File: config.mk
export PLATFORM = sky130hd
export DESIGN_NAME = cossim_csub
export DESIGN_NICKNAME = d
export VERILOG_FILES = /design/src/rtl/core/cossim_pkg.sv /design/src/rtl/core/cossim_csub.sv
export SDC_FILE = /design/constraint.sdc
export NUM_CORES = 1
export LEC_CHECK = 0
export ABC_CLOCK_PERIOD_IN_PS = 2800
export BUFFER_PORTS_ARGS = -buffer_cell sky130_fd_sc_hd__buf_2
export CORE_UTILIZATION = 45
export DETAILED_ROUTE_END_ITERATION = 8
export PLACE_DENSITY = 0.81
export SLEW_MARGIN = 20
export SYNTH_ARGS = -nofsm -noshare
export SYNTH_HDL_FRONTEND = slang
export SYNTH_SLANG_ARGS = --single-unit
export TNS_END_PERCENT = 5
File: constraint.sdc
create_clock -name vclk -period 2.8
set_input_delay 0.14 -clock vclk [all_inputs]
set_output_delay 0.14 -clock vclk [all_outputs]
set_load 0.02 [all_outputs]
File: src/rtl/core/cossim_pkg.sv
// Package for the cosine similarity block: types, widths and constants.
`timescale 1ns / 1ps
`default_nettype none
package cossim_pkg;

    // field and accumulator widths
    localparam int ElemW     = 16;
    localparam int AccW      = 48;
    localparam int FracBits  = 15;
    localparam int RootW     = AccW / 2;
    localparam int MulW      = RootW + 1;
    localparam int ProdW     = 2 * MulW;
    localparam int SumW      = ProdW;
    localparam int RemW      = 64;
    localparam int QuoW      = 17;
    localparam int CntW      = 5;
    localparam int CosW      = 16;

    // last iteration indices of the shared compare-subtract unit
    localparam logic [CntW-1:0] SqrtLast = CntW'(RootW - 1);
    localparam logic [CntW-1:0] DivLast  = CntW'(QuoW - 1);

    // saturation bounds
    localparam logic signed [SumW-1:0] DotMax  = SumW'((64'sd1 <<< (AccW - 1)) - 64'sd1);
    localparam logic signed [SumW-1:0] DotMin  = -SumW'(64'sd1 <<< (AccW - 1));
    localparam logic signed [SumW-1:0] NormMax = SumW'((64'sd1 <<< AccW) - 64'sd1);
    localparam logic signed [CosW-1:0] CosMax  = 16'sh7FFF;
    localparam logic signed [CosW-1:0] CosMin  = 16'sh8000;
    localparam logic [QuoW-1:0]        QPosLim = QuoW'(32767);
    localparam logic [QuoW-1:0]        QNegLim = QuoW'(32768);

    // first root bit of the square root: highest power of four below 2^48
    localparam logic [AccW-1:0] SqrtBit0 = AccW'(1) << (AccW - 2);

    // sequencer states
    typedef enum logic [3:0] {
        S_IDLE,
        S_MUL_AB,
        S_MUL_AA,
        S_MUL_BB,
        S_ACC_BB,
        S_SQRT_A,
        S_SQRT_B,
        S_MUL_DEN,
        S_DIV_INIT,
        S_DIV,
        S_DONE
    } t_state;

endpackage
`default_nettype wire

File: src/rtl/core/cossim_csub.sv
// Shared compare-subtract unit used by the square root and the divider.
`timescale 1ns / 1ps
`default_nettype none
module cossim_csub (
    input  wire logic [cossim_pkg::RemW-1:0] i_minuend,
    input  wire logic [cossim_pkg::RemW-1:0] i_subtrahend,
    output logic                             o_ge,
    output logic [cossim_pkg::RemW-1:0]      o_diff
);
    import cossim_pkg::*;

    logic [RemW:0] w_diff;

    // one wide subtract; the borrow tells the compare
    always_comb begin
        w_diff = {1'b0, i_minuend} - {1'b0, i_subtrahend};
        o_ge   = ~w_diff[RemW];
        o_diff = w_diff[RemW-1:0];
    end

endmodule
`default_nettype wire

# --- Word-level counts from Yosys, hierarchy flattened ---
# Index checks and enable logic that the tools add are counted.
totals:
  reg_bits: 0
  input_bits: 128
  elab_cells: 2
classes:
  n_addsub: 1
  n_bitwise: 1
ops:
  columns: ["op", "count"]
  rows:
  - ["$sub A64 B64 Y65", 1]
  - ["$not A1 Y1", 1]

# --- Logic depth before layout (Yosys ltp) ---
logic_depth:
  word_depth: 2
  mapped_depth: 13

# --- Worst setup path before layout ---
# OpenSTA, ideal clock, no wires.
synth_timing:
  path_type: "input -> output"
  start: "input i_minuend[0] in the netlist's numbering"
  end: "output o_diff[54] in the netlist's numbering"
  t_arrival_ns: 2.763
  required_time_ns: 2.660
  path_slack_ns: -0.103
  cell_stages: 13
  path_buffers: 0
  path_cell_list: "inv_1 ha_1 fa_1 nand2b_1 a21o_1 a31oi_4 o211ai_1 a21oi_2 o21ai_2 o41ai_2 a21boi_2 o21ai_2 xor2_1"
synth_between:
  elab_chain_cells: 1
synth_lines:
  columns: ["element", "line", "source"]
  rows:
  - ["start, declared", "cossim_csub.sv:5", "input wire logic [cossim_pkg::RemW-1:0] i_minuend,"]
  - ["$sub A64 B64 Y65", "cossim_csub.sv:16", "w_diff = {1'b0, i_minuend} - {1'b0, i_subtrahend};"]
  - ["end, declared", "cossim_csub.sv:8", "output logic [cossim_pkg::RemW-1:0] o_diff"]
# Every way passes these cells.

# --- Worst setup path after layout ---
layout_timing:
  start: "input i_subtrahend[0] in the netlist's numbering"
  end: "output o_diff[62] in the netlist's numbering"
layout_between:
  elab_chain_cells: 1
layout_lines:
  columns: ["element", "line", "source"]
  rows:
  - ["start, declared", "cossim_csub.sv:6", "input wire logic [cossim_pkg::RemW-1:0] i_subtrahend,"]
  - ["$sub A64 B64 Y65", "cossim_csub.sv:16", null]
# Every way passes these cells.

==> impl_metrics.sql <==
INSERT INTO impl_metrics (metric_group, metric, value, unit) VALUES
('place', 'dp.final_hpwl', '10940', 'um'),
('die', 'placementRows', '34', ''),
('synthesis', 'top_cells_by_area_in_the_synthesized_netlist', 'ha_1 (20%), a21oi_1 (8.9%), xnor2_1 (8.7%)', ''),
('hold_path', 'holdCritPathClass', 'input port to output port', ''),
('global_routing', 'number_of_global_route_vias_before_repair', '4705', ''),
('drt', 'route.vias.total', '5262', ''),
('global_routing', 'grtUsageMet3', '2.034', '%'),
('outcome', 'run_status', 'finished, violations left', ''),
('global_routing', 'global_route.usage.met2', '48.30', '%'),
('pwr', 'p_leak', '3.205', 'nW'),
('layout', 'count_of_filler_cells_inserted_in_the_layout', '752', ''),
('global_routing', 'gr-usage-all-layers', '25.84', '%'),
('die', 'coreArea', '8678', 'um^2'),
('synthesis', 'netlist.area_leader.share', '19.94', '%'),
('pwr', 'max-vdd-ir-drop', '0.1956', 'mV'),
('synthesis', 'postSynthNetCount', '816', ''),
('timing', 'tightest_slew', '531.8', 'ps'),
('layout', 'post_route_cells_drive_above_1_share', '37.53', '%'),
('timing', 'report.final.setup_viol', '6', ''),
('layout', 'seq_cell_count', '0', ''),
('worst_setup_path', 'worstPathMaxFanout', '3', ''),
('worst_setup_path', 'worst-endpoint-arrival', '2790', 'ps'),
('global_routing', 'grt_util_met1', '32.42', '%'),
('drt', 'detailedRoute.firstIterationViolations', '225', ''),
('timing', 'post-route-min-period', '2934', 'ps'),
('timing', 'timing.final.max_slew_violations', '0', ''),
('pwr', 'power-per-cell-area', '301.1', 'nW/um^2'),
('global_routing', 'grt_overflow_total', '0', ''),
('synthesis', 'synth_warnings', '0', ''),
('die', 'initial_core_util', '46.27', '%'),
('timing', 'grt_setup_unrepaired', 'true', ''),
('drt', 'drc_errors', '0', ''),
('timing', 'finalHoldWorstSlack', '639.4', 'ps'),
('die', 'die-width', '96.46', 'um'),
('layout', 'commonest_cells_after_routing_fill_and_taps_aside', 'buf_2 (180), buf_4 (89), inv_1 (81)', ''),
('timing', 'totalNegativeSetupSlack', '-507.6', 'ps'),
('job', 'timing.max_cap.violations', '0', ''),
('synthesis', 'synth_cells', '623', ''),
('global_routing', 'pin_count_of_the_biggest_net_entering_global_routing', '10', ''),
('global_routing', 'grt_most_used_layer', 'met2', ''),
('synthesis', 'synth_top_cell_by_area', 'ha_1', ''),
('timing', 'max_freq', '340.9', 'MHz'),
('worst_setup_path', 'end_kind', 'output port', ''),
('drt', 'routed_via_density', '5.391', ''),
('worst_setup_path', 'worst-endpoint-required', '2660', 'ps'),
('global_routing', 'grt_pass1_wl', '19750', 'um'),
('drt', 'detail_route.wirelength', '13030', 'um'),
('timing', 'slew_headroom', '64.28', '%'),
('timing', 'setup_slack', '-133.6', 'ps'),
('synthesis', 'netlist-cell-type-count', '58', ''),
('timing', 'final_hold_viol_count', '0', ''),
('place', 'gp_congestion', '0.9124', ''),
('layout', 'regArea', '0', 'um^2'),
('place', 'post-place-ws', '-310.5', 'ps'),
('timing', 'period_share', '104.8', '%'),
('worst_setup_path', 'critical_path_class', 'input port to output port', ''),
('global_routing', 'initial_antenna_violation_count', '2', ''),
('synthesis', 'avgSynthCellArea', '6.445', 'um^2'),
('drt', 'final_antenna_net_count', '0', ''),
('worst_setup_path', 'timing.critical_path.from_type', 'input port', ''),
('die', 'die_y', '96.46', 'um'),
('synthesis', 'seq_area_frac_synth', '0', '%'),
('layout', 'areaGrowthSynthToFinish', '45.90', '%'),
('layout', 'final_nets', '1061', ''),
('die', 'ios', '193', ''),
('outcome', 'failing_checks', 'setup timing', ''),
('layout', 'nClkBuffers', '0', ''),
('die', 'dieArea', '9305', 'um^2'),
('drt', 'wl_per_cell', '13.35', 'um'),
('layout', 'layout_commonest_cell', 'buf_2', ''),
('synthesis', 'mappedNetlistArea', '4015', 'um^2'),
('place', 'portBuffers', '193', ''),
('drt', 'dr.pass1.iters', '5', '');
==> kinds of logic after synthesis <==
group	share of synthesized area (%)
fa+ha+maj	20.44
buf+inv	10.97
simple gates	21.53
xor+xnor	13.31
compound gates	33.75
==> Yosys cell counts, drive strengths merged <==
library cell   n
o21a           5
ha            64
xor2          21
a221o          1
a21o          30
clkbuf        24
o21ai         38
or4            3
nor2          42
o2111ai        2
o211ai         5
o21bai        11
inv           82
nand4         25
nand2         56
nor3          11
fa             1
o311ai         1
a32oi          1
buf            7
o22ai          2
nor2b          7
or2            1
o41ai          2
and4           1
a41o           1
and2           4
a221oi         3
a21boi         5
a41oi          1
xnor2         40
a2111oi        1
a211o          1
a31oi         11
and3           6
a22oi          3
or3            2
o22a           1
nand3         13
a21oi         75
o221a          1
o31ai          1
a211oi         3
nand2b         8
==> final timing paths <==
| path | endpoint | cells past startpoint | from |
|---|---|---|---|
| worst max-delay path | o_diff[62] | 14 | i_subtrahend[0] |
| worst min-delay path | o_diff[0] | 4 | i_subtrahend[0] |
==> repair_timing <==
item,4_1_cts,5_1_grt
setup buffers,3,5
pin swaps,15,22
hold buffers,0,0
gates resized for setup,24,32
endpoints found under the setup margin,22,28
==> critical path, cell delays in order <==
cell      delay [ps]
buf_6            100
ha_4             150
fa_2             350
nand2b_4         150
a21o_1           190
a31oi_4          160
o211ai_1         150
a21oi_2          210
o21ai_2          110
o41ai_4          410
buf_4            200
a31oi_4          100
xnor2_2          200
buf_4            180
==> per-stage QoR <==
| step | util (%) | instance area [um^2] | power, W | cells |
|---|---|---|---|---|
| final | 67.50 | 5858 | 0.001764 | 976 |
| after global routing | 67.50 | 5858 | 0.001913 | 976 |
| after CTS | 65.46 | 5680 | 0.001688 | 969 |
| after detailed placement | 64.04 | 5558 | 0.001642 | 966 |
| after global placement | 64.04 | 5558 | 0.001629 | 966 |
| after floorplan | - | 4041 | 0.001059 | 623 |
==> power breakdown <==
| group | switching (W) | internal (W) | leakage, nW |
|---|---|---|---|
| Clock | 0 | 0.0000000000956 | 0.0000127 |
| Combinational | 0.00100 | 0.000762 | 3.20 |
| Sequential | 0 | 0 | 0 |
| Total | 0.00100 | 0.000762 | 3.20 |
==> per-layer routing <==
layer  part of all wire, %  vias up  wire length, um
met1                    43     2376             5575
met2                    49      189             6380
li1                      -     2679                -
met4                   1.8        0              233
met5                     0        -                0
met3                   6.5       18              842
==> cell type report <==
type                       count  area (um^2)  area share [%]
timing repair buffer         274         1629           27.81
multi-input combinational    510         3779           64.50
tap                          108        135.1           2.307
antenna                        2        5.005         0.08543
inverter                      82        310.3           5.297
No activity file was read; power rests on OpenSTA's default activity.
